File: config.mk
export PLATFORM = sky130hd
export DESIGN_NAME = timestamped_first_order_lowpass_top
export DESIGN_NICKNAME = d
export VERILOG_FILES = /design/src/rtl/tfol_pkg.sv /design/src/rtl/tfol_muldiv.sv /design/src/rtl/timestamped_first_order_lowpass_top.sv
export VERILOG_INCLUDE_DIRS = /design/src /design/src/rtl
export SDC_FILE = /design/constraint.sdc
export NUM_CORES = 1
export LEC_CHECK = 0
export BUFFER_PORTS_ARGS = -buffer_cell sky130_fd_sc_hd__buf_2
export CORE_MARGIN = 1.5
export CORE_UTILIZATION = 35
export CTS_CLUSTER_DIAMETER = 120
export DETAILED_ROUTE_END_ITERATION = 12
export MAX_ROUTING_LAYER = met4
export SYNTH_ARGS = -nofsm -noshare
export SYNTH_HDL_FRONTEND = slang
export SYNTH_SLANG_ARGS = --single-unit
File: constraint.sdc
create_clock -name clk -period 9 [get_ports clk]
set_input_delay 0.45 -clock clk [delete_from_list [all_inputs] [get_ports clk]]
set_output_delay 0.45 -clock clk [all_outputs]
set_load 0.005 [all_outputs]
File: src/rtl/timestamped_first_order_lowpass_top_assert.svh
// ---------------------------------------------------------------------------
// assertion macros for the timestamped low-pass filter
// ---------------------------------------------------------------------------
`ifndef TIMESTAMPED_FIRST_ORDER_LOWPASS_TOP_ASSERT_SVH
`define TIMESTAMPED_FIRST_ORDER_LOWPASS_TOP_ASSERT_SVH

// same-cycle implication
`define TFOL_ASSERT_SAME(lbl, ante, cons, msg) \
  lbl: assert property (@(posedge clk) disable iff (!rst_n) (ante) |-> (cons)) \
    else $error(msg);

// next-cycle implication
`define TFOL_ASSERT_NEXT(lbl, ante, cons, msg) \
  lbl: assert property (@(posedge clk) disable iff (!rst_n) (ante) |=> (cons)) \
    else $error(msg);

`endif

File: src/rtl/tfol_pkg.sv
// ---------------------------------------------------------------------------
// tfol_pkg
// shared types and constants of the timestamped low-pass filter
// ---------------------------------------------------------------------------
package tfol_pkg;

  localparam int unsigned DATA_W = 32;
  localparam int unsigned CFG_W  = 32;
  localparam int unsigned IDX_W  = 2;

  localparam logic [IDX_W-1:0] CFG_TC_IDX    = 2'd0;
  localparam logic [IDX_W-1:0] CFG_LIMIT_IDX = 2'd1;

  localparam logic [CFG_W-1:0] TC_RESET    = 32'd8400000;
  localparam logic [CFG_W-1:0] LIMIT_RESET = 32'd50400000;

  // request to the serial multiply/divide unit
  typedef struct packed {
    logic              start;
    logic [CFG_W-1:0]  tc;
    logic [CFG_W-1:0]  dt;
    logic [DATA_W-1:0] prev;
    logic [DATA_W-1:0] x;
  } md_req_t;

  // response from the serial multiply/divide unit
  typedef struct packed {
    logic              done;
    logic              neg;
    logic [DATA_W-1:0] quot;
  } md_rsp_t;

endpackage

File: src/rtl/tfol_muldiv.sv
// ---------------------------------------------------------------------------
// tfol_muldiv
// bit-serial weighted sum tc*prev + dt*x followed by a restoring divide by
// tc + dt, one bit per cycle, giving sign and magnitude of the quotient
// ---------------------------------------------------------------------------
module tfol_muldiv (
  input  logic             clk,
  input  logic             rst_n,
  input  tfol_pkg::md_req_t req,
  output tfol_pkg::md_rsp_t rsp
);

  localparam int unsigned DW   = tfol_pkg::DATA_W;
  localparam int unsigned CW   = tfol_pkg::CFG_W;
  localparam int unsigned HW   = CW + 2;            // upper product half
  localparam int unsigned CNTW = $clog2(CW);

  typedef enum logic [1:0] {
    ST_IDLE,
    ST_MUL,
    ST_ABS,
    ST_DIV
  } md_state_t;

  md_state_t          state_r;
  logic [CNTW-1:0]    cnt_r;
  logic [CW-1:0]      mtc_r;
  logic [CW-1:0]      mdt_r;
  logic [DW-1:0]      prev_r;
  logic [DW-1:0]      x_r;
  logic [CW:0]        den_r;
  logic [HW-1:0]      hi_r;
  logic [DW-1:0]      lo_r;
  logic [CW:0]        rem_r;
  logic               neg_r;
  logic               done_r;

  logic [HW:0]        addend;
  logic [HW:0]        hsum;
  logic [HW+DW-1:0]   prod;
  logic [HW+DW-1:0]   mag;
  logic [CW+1:0]      trial;
  logic [CW+1:0]      diff;
  logic               ge;

  always_comb begin
    addend = '0;
    if (mtc_r[0]) begin
      addend = addend + (HW+1)'(signed'(prev_r));
    end
    if (mdt_r[0]) begin
      addend = addend + (HW+1)'(signed'(x_r));
    end
    hsum  = {hi_r[HW-1], hi_r} + addend;
    prod  = {hi_r, lo_r};
    mag   = prod[HW+DW-1] ? (HW+DW)'(0) - prod : prod;
    trial = {rem_r, lo_r[DW-1]};
    diff  = trial - {1'b0, den_r};
    ge    = (trial >= {1'b0, den_r});
  end

  always_ff @(posedge clk) begin
    if (!rst_n) begin
      state_r <= ST_IDLE;
      cnt_r   <= '0;
      done_r  <= 1'b0;
    end else begin
      done_r <= 1'b0;
      case (state_r)
        ST_IDLE: begin
          if (req.start) begin
            mtc_r   <= req.tc;
            mdt_r   <= req.dt;
            prev_r  <= req.prev;
            x_r     <= req.x;
            den_r   <= {1'b0, req.tc} + {1'b0, req.dt};
            hi_r    <= '0;
            lo_r    <= '0;
            cnt_r   <= '0;
            state_r <= ST_MUL;
          end
        end
        ST_MUL: begin
          hi_r  <= hsum[HW:1];
          lo_r  <= {hsum[0], lo_r[DW-1:1]};
          mtc_r <= mtc_r >> 1;
          mdt_r <= mdt_r >> 1;
          cnt_r <= cnt_r + 1'b1;
          if (cnt_r == CNTW'(CW - 1)) begin
            state_r <= ST_ABS;
          end
        end
        ST_ABS: begin
          // quotient fits the data width, so the high half is already below den
          neg_r   <= prod[HW+DW-1];
          rem_r   <= mag[DW+CW:DW];
          lo_r    <= mag[DW-1:0];
          cnt_r   <= '0;
          state_r <= ST_DIV;
        end
        ST_DIV: begin
          rem_r <= ge ? diff[CW:0] : trial[CW:0];
          lo_r  <= {lo_r[DW-2:0], ge};
          cnt_r <= cnt_r + 1'b1;
          if (cnt_r == CNTW'(DW - 1)) begin
            done_r  <= 1'b1;
            state_r <= ST_IDLE;
          end
        end
        default: begin
          state_r <= ST_IDLE;
        end
      endcase
    end
  end

  assign rsp.done = done_r;
  assign rsp.neg  = neg_r;
  assign rsp.quot = lo_r;

endmodule

File: src/rtl/timestamped_first_order_lowpass_top.sv
// ---------------------------------------------------------------------------
// timestamped_first_order_lowpass_top
// first-order low-pass filter whose step is the tick count elapsed on a
// down-counting timer; restarts from the sample after a long gap
// ---------------------------------------------------------------------------
//  channel | direction | handshake         | payload
//  in      | in        | in_valid/in_ready | in_sample_in, in_timer_now
//  out     | out       | out_valid/out_ready | out_sample_out, out_restarted
//  cfg     | in        | cfg_we            | cfg_index, cfg_wdata
//
//  filtered items: the result is computed by 32 multiply and 32 divide steps
//  in tfol_muldiv; the next transfer is taken once the result has been loaded
//  restart and zero-denominator items skip tfol_muldiv and go to the finish state
//  one item in flight; in_ready is high only while the controller is idle
//  a finished result waits in the output register while the next item is taken
//  synchronous active-low reset clears stamp, previous output and control registers
// ---------------------------------------------------------------------------
`include "timestamped_first_order_lowpass_top_assert.svh"

module timestamped_first_order_lowpass_top #(
  parameter int unsigned TIMER_BITS = 24
) (
  input  logic                                clk,
  input  logic                                rst_n,
  input  logic                                in_valid,
  output logic                                in_ready,
  input  logic signed [tfol_pkg::DATA_W-1:0]  in_sample_in,
  input  logic        [TIMER_BITS-1:0]        in_timer_now,
  output logic                                out_valid,
  input  logic                                out_ready,
  output logic signed [tfol_pkg::DATA_W-1:0]  out_sample_out,
  output logic                                out_restarted,
  input  logic                                cfg_we,
  input  logic        [tfol_pkg::IDX_W-1:0]   cfg_index,
  input  logic        [tfol_pkg::CFG_W-1:0]   cfg_wdata
);

  localparam int unsigned DW = tfol_pkg::DATA_W;
  localparam int unsigned CW = tfol_pkg::CFG_W;

  typedef enum logic [1:0] {
    ST_IDLE,
    ST_WAIT,
    ST_FIN
  } ctl_state_t;

  ctl_state_t          state_r;
  logic [CW-1:0]       tc_r;
  logic [CW-1:0]       limit_r;
  logic [TIMER_BITS-1:0] stamp_r;
  logic [DW-1:0]       last_out_r;
  logic [DW-1:0]       x_r;
  logic [CW-1:0]       dt_r;
  logic [DW-1:0]       y_r;
  logic                rst_flag_r;
  logic                start_r;
  logic                out_valid_r;
  logic [DW-1:0]       out_data_r;
  logic                out_rst_r;

  logic [TIMER_BITS-1:0] dt_c;
  logic                restart_c;
  logic                den_zero_c;
  logic                accept;
  logic                out_free;

  tfol_pkg::md_req_t   md_req;
  tfol_pkg::md_rsp_t   md_rsp;

  // configuration registers
  always_ff @(posedge clk) begin
    if (!rst_n) begin
      tc_r    <= tfol_pkg::TC_RESET;
      limit_r <= tfol_pkg::LIMIT_RESET;
    end else if (cfg_we) begin
      case (cfg_index)
        tfol_pkg::CFG_TC_IDX:    tc_r    <= cfg_wdata;
        tfol_pkg::CFG_LIMIT_IDX: limit_r <= cfg_wdata;
        default: ;
      endcase
    end
  end

  // elapsed ticks, equal stamps give the all-ones tick count
  always_comb begin
    if (in_timer_now < stamp_r) begin
      dt_c = stamp_r - in_timer_now;
    end else begin
      dt_c = ~in_timer_now + stamp_r;
    end
    restart_c  = (CW'(dt_c) > limit_r);
    den_zero_c = (tc_r == '0) && (dt_c == '0);
  end

  assign accept   = in_valid && in_ready;
  assign in_ready = (state_r == ST_IDLE);
  assign out_free = !out_valid_r || out_ready;

  always_ff @(posedge clk) begin
    if (!rst_n) begin
      state_r     <= ST_IDLE;
      stamp_r     <= '0;
      last_out_r  <= '0;
      start_r     <= 1'b0;
      out_valid_r <= 1'b0;
    end else begin
      start_r <= 1'b0;
      if (out_valid_r && out_ready) begin
        out_valid_r <= 1'b0;
      end
      case (state_r)
        ST_IDLE: begin
          if (accept) begin
            stamp_r <= in_timer_now;
            x_r     <= in_sample_in;
            dt_r    <= CW'(dt_c);
            if (restart_c) begin
              y_r        <= in_sample_in;
              rst_flag_r <= 1'b1;
              state_r    <= ST_FIN;
            end else if (den_zero_c) begin
              y_r        <= last_out_r;
              rst_flag_r <= 1'b0;
              state_r    <= ST_FIN;
            end else begin
              rst_flag_r <= 1'b0;
              start_r    <= 1'b1;
              state_r    <= ST_WAIT;
            end
          end
        end
        ST_WAIT: begin
          if (md_rsp.done) begin
            y_r     <= md_rsp.neg ? DW'(0) - md_rsp.quot : md_rsp.quot;
            state_r <= ST_FIN;
          end
        end
        ST_FIN: begin
          if (out_free) begin
            out_valid_r <= 1'b1;
            out_data_r  <= y_r;
            out_rst_r   <= rst_flag_r;
            last_out_r  <= y_r;
            state_r     <= ST_IDLE;
          end
        end
        default: begin
          state_r <= ST_IDLE;
        end
      endcase
    end
  end

  assign md_req.start = start_r;
  assign md_req.tc    = tc_r;
  assign md_req.dt    = dt_r;
  assign md_req.prev  = last_out_r;
  assign md_req.x     = x_r;

  tfol_muldiv u_muldiv (
    .clk   (clk),
    .rst_n (rst_n),
    .req   (md_req),
    .rsp   (md_rsp)
  );

  assign out_valid      = out_valid_r;
  assign out_sample_out = out_data_r;
  assign out_restarted  = out_rst_r;

  `TFOL_ASSERT_NEXT(a_accept_leaves_idle, accept, state_r != ST_IDLE, "transfer accepted but controller stayed idle")
  `TFOL_ASSERT_NEXT(a_restart_bypass, accept && restart_c, (state_r == ST_FIN) && rst_flag_r, "restart item did not bypass the filter")
  `TFOL_ASSERT_SAME(a_out_from_fin, $rose(out_valid_r), $past(state_r == ST_FIN), "output loaded outside the finish state")

endmodule
After elaboration in Yosys (flattened, before gate mapping)
Index checks and enable logic that the tools add are counted.
{"block": "op_classes", "addsub": 9, "n_lt_le_gt_ge": 3, "eq_ne": 15, "muxes": 38, "bitwise": 4, "reduce_logical": 30}
{"op": "2-to-1 mux 32 bit", "count": 8}
{"op": "one-hot mux 32 bit (2 select lines)", "count": 3}
{"op": "one-hot mux 32 bit (4 select lines)", "count": 1}
{"op": "adder 35 bit", "count": 2}
{"op": "2-to-1 mux 35 bit", "count": 2}
{"op": "one-hot mux 34 bit (2 select lines)", "count": 1}
{"op": "one-hot mux 33 bit (2 select lines)", "count": 1}
{"op": "2-to-1 mux 65 bit", "count": 1}
{"op": "subtractor 1 x 65 -> 65 bit (first input constant)", "count": 1}
{"op": "greater-or-equal comparator 34 x 33 -> 1 bit", "count": 1}
{"op": "2-to-1 mux 34 bit", "count": 1}
{"op": "adder 32 x 24 -> 33 bit", "count": 1}
{"op": "2-to-1 mux 33 bit", "count": 1}
{"op": "subtractor 33 bit", "count": 1}
{"op": "> comparator 24 x 32 -> 1 bit", "count": 1}
{"op": "zero test 32 bit", "count": 1}
{"op": "subtractor 1 x 32 -> 32 bit (first input constant)", "count": 1}
{"op": "adder 24 bit", "count": 1}
{"op": "zero test 24 bit", "count": 1}
{"op": "< comparator 24 bit", "count": 1}
{"op": "2-to-1 mux 24 bit", "count": 1}
{"op": "NOT 24 bit", "count": 1}
{"op": "subtractor 24 bit", "count": 1}
{"op": "AND reduction 3 bit", "count": 7}
{"op": "23 further kinds", "count": 58}
{"block": "totals", "register_bits": 515, "in_bits": 95, "out_inout_bits": 35, "wordCells": 124}

Longest topological paths before layout
Gate-level depths: netlist (run 1).
{"block": "depth", "depth_word": 9, "mapped_depth": 30, "depth_no_buf": 29}

Cells and area by module
Synthesis (run 1) repeated with hierarchy kept, for this count alone.
{"block": "unflattened", "cells_unflattened": 3236, "area_unflattened_um2": 31889.3}
{"module": "tfol_muldiv", "instances": 1, "cells_each": 1873, "area_per_inst_um2": 18998.2, "seq_area_each_um2": 7997.7}
{"module": "timestamped_first_order_lowpass_top", "instances": 1, "cells_each": 1363, "area_per_inst_um2": 12891.1, "seq_area_each_um2": 6145.9}

Worst setup path before layout (run 1)
Ideal clock, no wire load.
{"block": "synth_timing", "path_kind": "input to register", "startpoint": "input port in_timer_now[19]", "endpoint": "register y_r[0] (enable)", "setup_time_ps": 421, "arrival_time_ps": 6227, "required_time_ps": 8579, "path_slack_ps": 2352, "stages": 23, "n_path_buf": 2, "cell_sequence": "inv_1 ha_1 clkbuf_1 a21oi_1 o21ai_0 a211oi_1 and3_1 clkbuf_1 nor4_1 or4_1 and2_1 ha_1 a21o_1 a21o_1 a21oi_1 o21ai_0 a221oi_1 o21ai_0 a21oi_1 a211oi_1 a41oi_1 o31a_1 nor2_1"}
{"block": "synth_via", "elab_cells_between_ends": 10, "classes_between": "2 x add/sub; 2 x order compare; 1 x eq/ne; 1 x mux; 1 x bitwise; 3 x reduce/logical"}
{"item": "from (decl)", "line": "timestamped_first_order_lowpass_top.sv:28", "source": "input logic [TIMER_BITS-1:0] in_timer_now,"}
{"item": "< comparator 24 bit (*)", "line": "timestamped_first_order_lowpass_top.sv:86", "source": "if (in_timer_now < stamp_r) begin"}
{"item": "2-to-1 mux 24 bit (*)", "line": "timestamped_first_order_lowpass_top.sv:86"}
{"item": "named net dt_c[5]", "line": "timestamped_first_order_lowpass_top.sv:61", "source": "logic [TIMER_BITS-1:0] dt_c;"}
{"item": "branches (longest 2 deep; another with > comparator 24 x 32 -> 1 bit)"}
{"item": "!= test 3 x 1 -> 1 bit (no line) (*)"}
{"item": "AND reduction 5 bit (no line) (*)"}
{"item": "to (signal assigned)", "line": "timestamped_first_order_lowpass_top.sv:118", "source": "y_r <= in_sample_in;"}
{"item": "to (signal assigned)", "line": "timestamped_first_order_lowpass_top.sv:122", "source": "y_r <= last_out_r;"}
{"item": "to (signal assigned)", "line": "timestamped_first_order_lowpass_top.sv:134", "source": "y_r <= md_rsp.neg ? DW'(0) - md_rsp.quot : md_rsp.quot;"}
{"item": "to (decl)", "line": "timestamped_first_order_lowpass_top.sv:54", "source": "logic [DW-1:0] y_r;"}
Mark *: on every way through the listed nets, which the timed path passes.
A chain may end at the register's enable or synchronous reset.

Final worst setup path (run 1)
{"block": "layout_timing", "startpoint": "register u_muldiv.mtc_r[0]", "endpoint": "register u_muldiv.hi_r[33], data pin"}
{"block": "layout_via", "elab_chain_cells": 5}
{"item": "from (decl)", "line": "tfol_muldiv.sv:27", "source": "logic [CW-1:0] mtc_r;"}
{"item": "from (signal assigned)", "line": "tfol_muldiv.sv:72", "source": "mtc_r <= req.tc;"}
{"item": "from (signal assigned)", "line": "tfol_muldiv.sv:86", "source": "mtc_r <= mtc_r >> 1;"}
{"item": "2-to-1 mux 35 bit (*)", "line": "tfol_muldiv.sv:48", "source": "if (mtc_r[0]) begin"}
{"item": "adder 35 bit", "line": "tfol_muldiv.sv:52", "source": "addend = addend + (HW+1)'(signed'(x_r));"}
{"item": "2-to-1 mux 35 bit (*)", "line": "tfol_muldiv.sv:51", "source": "if (mdt_r[0]) begin"}
{"item": "adder 35 bit (*)", "line": "tfol_muldiv.sv:54", "source": "hsum = {hi_r[HW-1], hi_r} + addend;"}
{"item": "one-hot mux 34 bit (2 select lines) (*)", "line": "tfol_muldiv.sv:69", "source": "case (state_r)"}
{"item": "to (signal assigned)", "line": "tfol_muldiv.sv:84", "source": "hi_r <= hsum[HW:1];"}
{"item": "to (decl)", "line": "tfol_muldiv.sv:32", "source": "logic [HW-1:0] hi_r;"}
Every way passes the cells marked *; elsewhere a longest branch is shown, timed or not.

==> flow_summary.ini, run 1 <==
[routing]
drt-total-wl_um = 78600
drt_iter0_drc = 1774
vias = 22500
final_antenna_net_count = 0
firstDrtPassIters = 7
drc = 0
viasPerCell = 5.23
wl_per_cell_um = 18.2

[timing]
hold_viol = 0
setup_tns_ns = 0
relSlewSlack_pct = 15.3
setup_viol = 0
period_needed_ns = 6.66
rsz0062_at_grt = no
min_period_over_period_pct = 74.0
slew_viol_final = 0
worst_pin_slew_ns = 1.27
timing.fmax_mhz = 150
setup_ws_ns = 2.34
skew_ns = 0.0673
worst_hold_slack_ns = 0.0333

[clock_tree]
cts_hold_buf = 18
cts_resized = 0
clk_latency_ns = 0.66
cts_tree = yes
path_clk_slew_ns = 0.06
cts_max_path_buffers = 3
cts_root_buffer = clkbuf_16
post-cts-setup-buffer-count = 0
cts_buffers = 56
cts_sinks = 507
htree_levels = 2

[global_route]
grt_overflow = 0
grt_pass1_vias = 21600
antenna_found_initial = 4
grt_max_degree = 89
grt_pass1_wl_um = 124000
track_usage_pct = 17.9

[synthesis]
synth_commonest_cells = edfxtp_1 (375), nand2_1 (372), nor2_1 (192)
synth-seq-cells = 507
synth_top_area_cell = edfxtp_1
syn_avg_cell_area_um2 = 9.98
syn_nets = 3306
synth_compound_area_share_pct = 15.8
yosysWarnings = 0
synth.distinct_cells = 78
yosysSeqAreaShare_pct = 46.0
async_reset_ff_share_pct = 0
synth_fa_ha_area_share_pct = 7.81
synthFlopType = edfxtp_1
synth-edff-count = 375
synth_simple_gate_area_share_pct = 15.8
yosysMostFrequentCell = edfxtp_1
synth_top_family_by_area = compound AO/OA/AOI/OAI gates
synth_mux_area_share_pct = 4.87
syn_area_um2 = 30200
synth_top_cell_area_share_pct = 37.3
synth.area.top_cells = edfxtp_1 (37%), dfxtp_1 (8.7%), ha_1 (7.4%)
synth_xor_area_share_pct = 6.15
syn_inst = 3026

[worst_setup_path]
worst-path-buf-inv = 0
cp_cell_sequence = and2_1 -> ha_1 -> a21o_1 -> a21o_1 -> a2111oi_0 -> a21oi_1 -> a21o_1 -> a21o_1 -> a21o_1 -> a21oi_1 -> xnor2_1 -> mux2_2 -> ha_1 -> and3_1 -> nand4_1 -> a2111oi_0 -> o31ai_1 -> o211ai_1 -> a21oi_1 -> o211a_1 -> nor3_1 -> and3b_1
path_delay_family = compound AO/OA/AOI/OAI gates
cp-start-kind = flip-flop
cp.depth = 22
slowest_delay_ns = 1.05
ff2ff_path_depth = 22
crit_type = reg -> reg
crit_top_cell = a21o_1
crit_slowest_cell = a2111oi_0
r2r_start = u_muldiv.mtc_r[0]$_DFFE_PP_
worstPathArrival_ns = 7.07
crit_path_end_kind = flip-flop
cp-startpoint = u_muldiv.mtc_r[0]$_DFFE_PP_
crit_fanout = 11
worst_ep_required_time_ns = 9.41

[floorplan]
initial_core_util_pct = 35.4
ios = 130
num_rows = 107
coreArea_um2 = 85300
die_width_um = 297
die_y_um = 297
die_area_um2 = 88100

[worst_hold_path]
hp-start = in_sample_in[21]
hold_depth = 1
hp-class = in -> reg

[finish]
drive_above_1_share_pct = 11.4
layout.nets = 3390
nFillCells = 8432
syn2layout_area_growth_pct = 12.8
final_area_um2 = 34100

[place]
pre_cts_ws_ns = 2.31
placed_cell_area_um2 = 32000
port_buffers = 129
dpl.hpwl_um = 58400
gp_congestion = 0.892

[pwr]
p_total_mw = 6.99
ir_drop_mv = 0.178
power.density_nw_per_um2 = 205
leakage_nw = 12.9

[flow_run]
cap_violations = 0

[status]
status = finished, final reports clean
-- report_power, final --
part	leakage, nW	internal, mW	switching (mW)	total (mW)
Combinational	7.44	0.742	1.02	1.77
Sequential	4.53	2.76	0.143	2.90
Clock	0.913	1.33	0.996	2.32
-- area by class of cell --
| cell class | instances | area [um^2] | area share [%] |
|---|---|---|---|
| multi-input combinational | 2237 | 15300 | 44.9 |
| sequential | 507 | 13900 | 40.8 |
| clock buffer | 78 | 1580 | 4.63 |
| tap | 1144 | 1430 | 4.20 |
| timing repair buffer | 171 | 1010 | 2.97 |
| inverter | 137 | 514 | 1.51 |
| clock inverter | 28 | 313 | 0.918 |
| antenna | 4 | 10.0 | 0.0294 |
-- worst register-to-register path, stage by stage, from the launching register on --
cell       delay, ns
edfxtp_1        0.52
and2_1          0.22
ha_1            0.34
a21o_1          0.20
a21o_1          0.20
a2111oi_0       1.05
a21oi_1         0.25
a21o_1          0.24
a21o_1          0.21
a21o_1          0.18
a21oi_1         0.17
xnor2_1         0.08
mux2_2          0.28
ha_1            0.34
and3_1          0.22
nand4_1         0.16
a2111oi_0       0.56
o31ai_1         0.27
o211ai_1        0.24
a21oi_1         0.15
o211a_1         0.26
nor3_1          0.15
and3b_1         0.19
-- logic make-up (layout without fill, tap and decap cells) --
logic type / after synthesis / in the layout
mux: 137 / 137
other cells: 0 / 4
compound gates: 720 / 720
xor+xnor: 212 / 212
fa+ha+maj: 185 / 185
buf+inv: 282 / 414
simple gates: 983 / 983
flops: 507 / 507
-- state kept, by name, summed over array words and instances (netlist names), 5 cells and up --
name and flops:
u_muldiv.mtc_r 32, y_r 32, u_muldiv.hi_r 34, u_muldiv.mdt_r 24, dt_r 24, x_r 32
u_muldiv.x_r 32, u_muldiv.rem_r 33, u_muldiv.den_r 33, out_sample_out 32, last_out_r 32, stamp_r 24
u_muldiv.lo_r 32, limit_r 32, u_muldiv.cnt_r 5, tc_r 32, u_muldiv.prev_r 32
-- path summary, 6_finish.rpt --
kind | end | slack, ns
worst max register to register | u_muldiv.hi_r[33]$_SDFFCE_PN0P_ | 2.34
worst min-delay path | x_r[21]$_DFFE_PP_ | 0.03
worst max-delay path | u_muldiv.hi_r[33]$_SDFFCE_PN0P_ | 2.34
worst min register to register | u_muldiv.x_r[4]$_DFFE_PP_ | 0.38
-- placed cells by master (no fill, tap or decap), drive strengths merged, types with 17 or more instances in the layout --
cell type,synthesis,layout
edfxtp,375,375
nand2,372,372
nor2,192,192
a21oi,191,191
ha,179,179
buf,15,152
xnor2,151,151
inv,137,140
dfxtp,132,132
o21ai,132,132
a21boi,119,119
and2,85,85
mux2,80,80
clkbuf,130,78
a21o,77,77
xor2,61,61
mux2i,57,57
nand3,55,55
nand2b,47,47
nor3,37,37
nand4,33,33
a222oi,30,30
nor2b,30,30
a211oi,25,25
and3,25,25
o31ai,23,23
nor4,22,22
dlygate4sd3,0,19
or3,18,18
o211ai,17,17
or4,17,17
clkinv,0,17
-- through the flow --
step                util (%)  instances
floorplan                  -       3026
detailed placement      37.5       4177
global route            39.9       4305
global placement        37.5       4177
CTS                     39.9       4301
finish                  39.9       4306
-- per-layer routing --
metal | share of wire (%) | global-route usage [%] | wire length (um)
met5 | 0 | - | 0
met4 | 1.9 | 3.87 | 1480
met3 | 3.8 | 2.27 | 2960
met2 | 48 | 29.6 | 37900
met1 | 46 | 23.5 | 36200
Note: power is estimated with default switching activity, not from simulation.
==> inputs of run 2 (changes only) <==
==> constraint.sdc (replaced) <==
create_clock -name clk -period 6.7 [get_ports clk]
set_input_delay 0.335 -clock clk [delete_from_list [all_inputs] [get_ports clk]]
set_output_delay 0.335 -clock clk [all_outputs]
set_load 0.005 [all_outputs]
==> flow_summary.ini, run 2 (synthesis gave the netlist of run 1 again) <==
[status]
status = finished, final reports clean

[timing]
skew_ns = 0.0506
timing.fmax_mhz = 162
period_needed_ns = 6.16
rsz0062_at_grt = no
hold_viol = 0
relSlewSlack_pct = 17.0
setup_tns_ns = 0
setup_viol = 0
slew_viol_final = 0
worst_pin_slew_ns = 1.25
min_period_over_period_pct = 92.0

[global_route]
met1_usage_pct = 22.8
antenna_found_initial = 4
top_usage_layer = met2
grt_pass1_vias = 22100
global_route.usage.met2_pct = 29.1
grt_pass1_wl_um = 123000
grt_max_degree = 104
track_usage_pct = 17.7
grt_overflow = 0
use_met3_pct = 2.65

[worst_setup_path]
crit_type = reg -> reg
r2r_start = u_muldiv.mtc_r[0]$_DFFE_PP_
worstPathArrival_ns = 6.57
crit_top_cell = a21o_1
crit_slowest_cell = edfxtp_1
crit_path_end_kind = flip-flop
crit_fanout = 7
worst_ep_required_time_ns = 7.11
cp-start-kind = flip-flop
cp-startpoint = u_muldiv.mtc_r[0]$_DFFE_PP_
ff2ff_path_depth = 29
slowest_delay_ns = 0.48

[place]
gp_congestion = 0.922
dpl.hpwl_um = 56700
port_buffers = 129

[clock_tree]
clk_latency_ns = 0.65
post-cts-setup-buffer-count = 0
cts_max_path_buffers = 3
path_clk_slew_ns = 0.07
htree_levels = 2
cts_buffers = 56
cts_tree = yes
cts_sinks = 507
cts_root_buffer = clkbuf_16

[routing]
vias = 22800
drt-total-wl_um = 77700
drt_iter0_drc = 1506
viasPerCell = 5.20
final_antenna_net_count = 0
firstDrtPassIters = 7
wl_per_cell_um = 17.8
drc = 0

[finish]
layout.nets = 3465
final_common_cell = edfxtp_1
reg_top3 = u_muldiv.hi_r x34, u_muldiv.den_r x33, u_muldiv.rem_r x33
drive_above_1_share_pct = 11.5
largest_reg_flops = 34
nFillCells = 8247
syn2layout_area_growth_pct = 15.5
final_cell_mix = edfxtp_1 (375), nand2_1 (372), a21oi_1 (191), nor2_1 (189), ha_1 (177)
regMostFlops = u_muldiv.hi_r

[pwr]
intPower_mw = 6.62
p_total_mw = 9.56
ir_drop_mv = 0.194
p_sw_share_pct = 30.7
p_switching_mw = 2.94
pwr-share-seq_pct = 40.7
clkPwrFrac_pct = 34.1
leakage_nw = 13.3
p_comb_share_pct = 25.2
power.density_nw_per_um2 = 274

[worst_hold_path]
hold_depth = 3
hp-start = cfg_wdata[29]
hp-class = in -> reg

[floorplan]
die_width_um = 297
die_area_um2 = 88100
coreArea_um2 = 85300
ios = 130
initial_core_util_pct = 35.4
num_rows = 107
die_y_um = 297

[flow_run]
cap_violations = 0
-- run 2: changes by cell type in the layout (fill, tap and decap cells not counted), sizes merged, moves of 3 or more --
| cell | before | now |
|---|---|---|
| clkbuf | 78 | 74 |
| dlygate4sd3 | 19 | 85 |
| inv | 140 | 145 |
| buf | 152 | 161 |
| bufinv | 3 | 6 |
-- run 2: cell type report --
class / count / area, um^2 / share of cell area, %
Antenna cell: 2 / 5.00 / 0.0143
Clock buffer: 74 / 1550 / 4.44
Clock inverter: 32 / 429 / 1.23
Inverter: 137 / 514 / 1.47
Multi-Input combinational cell: 2237 / 15300 / 43.9
Sequential cell: 507 / 13900 / 39.8
Tap cell: 1144 / 1430 / 4.10
Timing Repair Buffer: 246 / 1750 / 5.02
-- run 2: through the flow --
stage	cells	worst slack [ns]	util [%]	area [um^2]	hold WS, ns
finish	4379	0.537	40.9	34900	0.0406
CTS	4377	0.540	40.9	34900	0.00148
floorplan	3026	0.167	-	30200	0.400
global placement	4186	0.588	37.6	32100	0.403
global route	4379	0.0761	40.9	34900	0.0156
detailed placement	4186	0.531	37.6	32100	0.405
-- run 2: power by group through the flow --
stage | Combinational (mW) | Sequential [mW] | Clock [mW]
5_1_grt | 2.69 | 3.92 | 3.45
4_1_cts | 2.41 | 3.89 | 3.33
2_1_floorplan | 1.83 | 3.88 | 0
3_3_place_gp | 2.35 | 3.96 | 0
3_5_place_dp | 2.36 | 3.96 | 0
6_report | 2.40 | 3.89 | 3.26
-- run 2: routing by layer --
layer,wire length [um],part of all wire (%)
met1,35700,46
met2,36900,48
met3,3160,4.1
met4,1960,2.5
met5,0,0
-- run 2: what timing repair did --
action | 4_1_cts | 5_1_grt
setup endpoints to repair | 0 | 2
endpoints found under the hold margin | 106 | 0
resized for setup | 0 | 2
hold buffers | 85 | 0
-- run 2: final timing paths --
| path | slack (ns) | endpoint |
|---|---|---|
| setup reg to reg | 0.54 | u_muldiv.hi_r[32]$_SDFFCE_PN0P_ |
| hold / removal | 0.04 | limit_r[29]$_SDFFE_PN0P_ |
| setup / recovery | 0.54 | u_muldiv.hi_r[32]$_SDFFCE_PN0P_ |
| hold reg to reg | 0.40 | u_muldiv.x_r[3]$_DFFE_PP_ |
-- run 2: worst max-delay path, delay by kind of cell (launching register included) --
kind / cells / cell delay (ns)
xor+xnor: 2 / 0.23
flops: 1 / 0.48
mux: 1 / 0.27
simple gates: 7 / 0.83
fa+ha+maj: 3 / 0.74
buf+inv: 1 / 0.07
compound gates: 15 / 3.33
==> inputs of run 3 (changes only) <==
--- a/config.mk
+++ b/config.mk
@@ -8,7 +8,7 @@
 export LEC_CHECK = 0
 export BUFFER_PORTS_ARGS = -buffer_cell sky130_fd_sc_hd__buf_2
 export CORE_MARGIN = 1.5
-export CORE_UTILIZATION = 35
+export CORE_UTILIZATION = 41
 export CTS_CLUSTER_DIAMETER = 120
 export DETAILED_ROUTE_END_ITERATION = 12
 export MAX_ROUTING_LAYER = met4
==> flow_summary.ini, run 3 (synthesis gave the netlist of run 1 again) <==
[global_route]
grt_max_degree = 103
antenna_found_initial = 1
track_usage_pct = 21.5
grt_pass1_vias = 22300
grt_pass1_wl_um = 124000
grt_overflow = 0

[timing]
setup_tns_ns = 0
rsz0062_at_grt = no
setup_viol = 0
worst_hold_slack_ns = 0.0340
worst_pin_slew_ns = 1.23
skew_ns = 0.0335
relSlewSlack_pct = 17.8
slew_viol_final = 0
period_needed_ns = 6.43
hold_viol = 0
min_period_over_period_pct = 96.0
timing.fmax_mhz = 155

[clock_tree]
cts_tree = yes
cts_resized = 0
cts_root_buffer = clkbuf_16
clk_latency_ns = 0.65
htree_levels = 2
cts_buffers = 56
cts_max_path_buffers = 3
path_clk_slew_ns = 0.06
cts_sinks = 507

[worst_setup_path]
path_delay_family = compound AO/OA/AOI/OAI gates
worstPathArrival_ns = 6.83
slowest_delay_ns = 0.73
crit_slowest_cell = a2111oi_0
worst-path-buf-inv = 2
crit_fanout = 12
cp_cell_sequence = buf_4 -> and2_1 -> ha_1 -> a21o_1 -> a21o_1 -> a2111oi_0 -> a211oi_1 -> a2111oi_0 -> buf_4 -> o311ai_0 -> xor2_1 -> mux2_2 -> ha_1 -> or3_1 -> o31ai_1 -> o211ai_1 -> a21oi_1 -> a211oi_1 -> nor3_1 -> and3b_1
crit_type = reg -> reg
worst_ep_required_time_ns = 7.09
cp-start-kind = flip-flop
crit_path_end_kind = flip-flop
reg2reg_slack_ns = 0.27

[finish]
nFillCells = 6652
layout.nets = 3483
final_common_cell = edfxtp_1
reg_top3 = u_muldiv.hi_r x34, u_muldiv.den_r x33, u_muldiv.rem_r x33
multi_input_area_um2 = 15300
largest_reg_flops = 34
regMostFlops = u_muldiv.hi_r
drive_above_1_share_pct = 11.9
regArea_um2 = 13900
instances_no_fill = 4211
syn2layout_area_growth_pct = 15.2
final_cell_mix = edfxtp_1 (375), nand2_1 (372), a21oi_1 (191), nor2_1 (189), ha_1 (177)

[routing]
wl_per_cell_um = 19.0
wl_met2_um = 36500
drc = 0
firstDrtPassIters = 7
top_layer = met4
wl_met3_um = 3900
drt_iter0_drc = 1811
final_antenna_net_count = 0
vias = 23200
m1WireLength_um = 37500
viasPerCell = 5.52
drt-total-wl_um = 80000

[pwr]
pwr-share-seq_pct = 40.9
power.density_nw_per_um2 = 275
p_comb_share_pct = 25.4
p_sw_share_pct = 31.1
ir_drop_mv = 0.201
intPower_mw = 6.59
p_switching_mw = 2.97
leakage_nw = 13.3
clkPwrFrac_pct = 33.7

[floorplan]
coreArea_um2 = 73000
num_rows = 99
initial_core_util_pct = 41.4
ios = 130
die_area_um2 = 75300
die_width_um = 274
die_y_um = 274

[place]
dpl.hpwl_um = 59100
port_buffers = 129
place_inst = 4015
gp_congestion = 0.914

[worst_hold_path]
hp-class = in -> reg

[status]
status = finished, final reports clean

[flow_run]
cap_violations = 0
## run 3: path summary, 6_finish.rpt
kind                                                        end                        start  cells after the start
worst min register to register        u_muldiv.x_r[9]$_DFFE_PP_             x_r[9]$_DFFE_PP_                      0
worst min-delay path                    state_r[1]$_SDFFE_PN0P_                    out_ready                      4
worst max-delay path            u_muldiv.hi_r[33]$_SDFFCE_PN0P_  u_muldiv.mtc_r[0]$_DFFE_PP_                     20
worst max register to register  u_muldiv.hi_r[33]$_SDFFCE_PN0P_  u_muldiv.mtc_r[0]$_DFFE_PP_                     20
## run 3: worst reg2reg max path: cells and delay by family (launching register included)
kind	cells	cell delay [ns]
compound gates	10	3.30
simple gates	4	0.80
fa+ha+maj	2	0.59
flops	1	0.49
buf+inv	2	0.47
mux	1	0.31
xor+xnor	1	0.22
## run 3: area by class of cell
type | count | area share (%)
diodes | 1 | 0.00719
clock buffers | 72 | 4.62
clock inverters | 34 | 1.00
inverters | 137 | 1.48
multi-input cells | 2237 | 44.0
flip-flops and latches | 507 | 40.0
well taps | 959 | 3.45
repair buffers | 264 | 5.45
## run 3: timing repair
item,CTS,global route
setup buffers,0,0
endpoints found under the hold margin,117,0
hold buffers,89,0
## run 3: metal layers
metal	track usage [%]	vias up
met4	5.73	0
met1	29.2	11200
met5	-	-
met3	3.04	127
li1	-	11300
met2	33.7	560
## run 3: through the flow
step	power (mW)	utilization [%]	cell area (um^2)	worst slack [ns]
floorplan	5.72	-	30200	0.167
global placement	6.29	43.8	31900	0.497
detailed placement	6.35	43.8	31900	0.525
CTS	9.62	47.7	34800	0.477
global route	10.0	47.7	34800	0.0408
finish	9.55	47.7	34800	0.266
## run 3: power by group through the flow
stage | clock (mW) | combinational, mW | sequential, mW
after floorplan | 0 | 1.83 | 3.88
after global placement | 0 | 2.33 | 3.97
after detailed placement | 0 | 2.37 | 3.97
after CTS | 3.29 | 2.43 | 3.91
after global routing | 3.42 | 2.69 | 3.93
final | 3.22 | 2.42 | 3.91
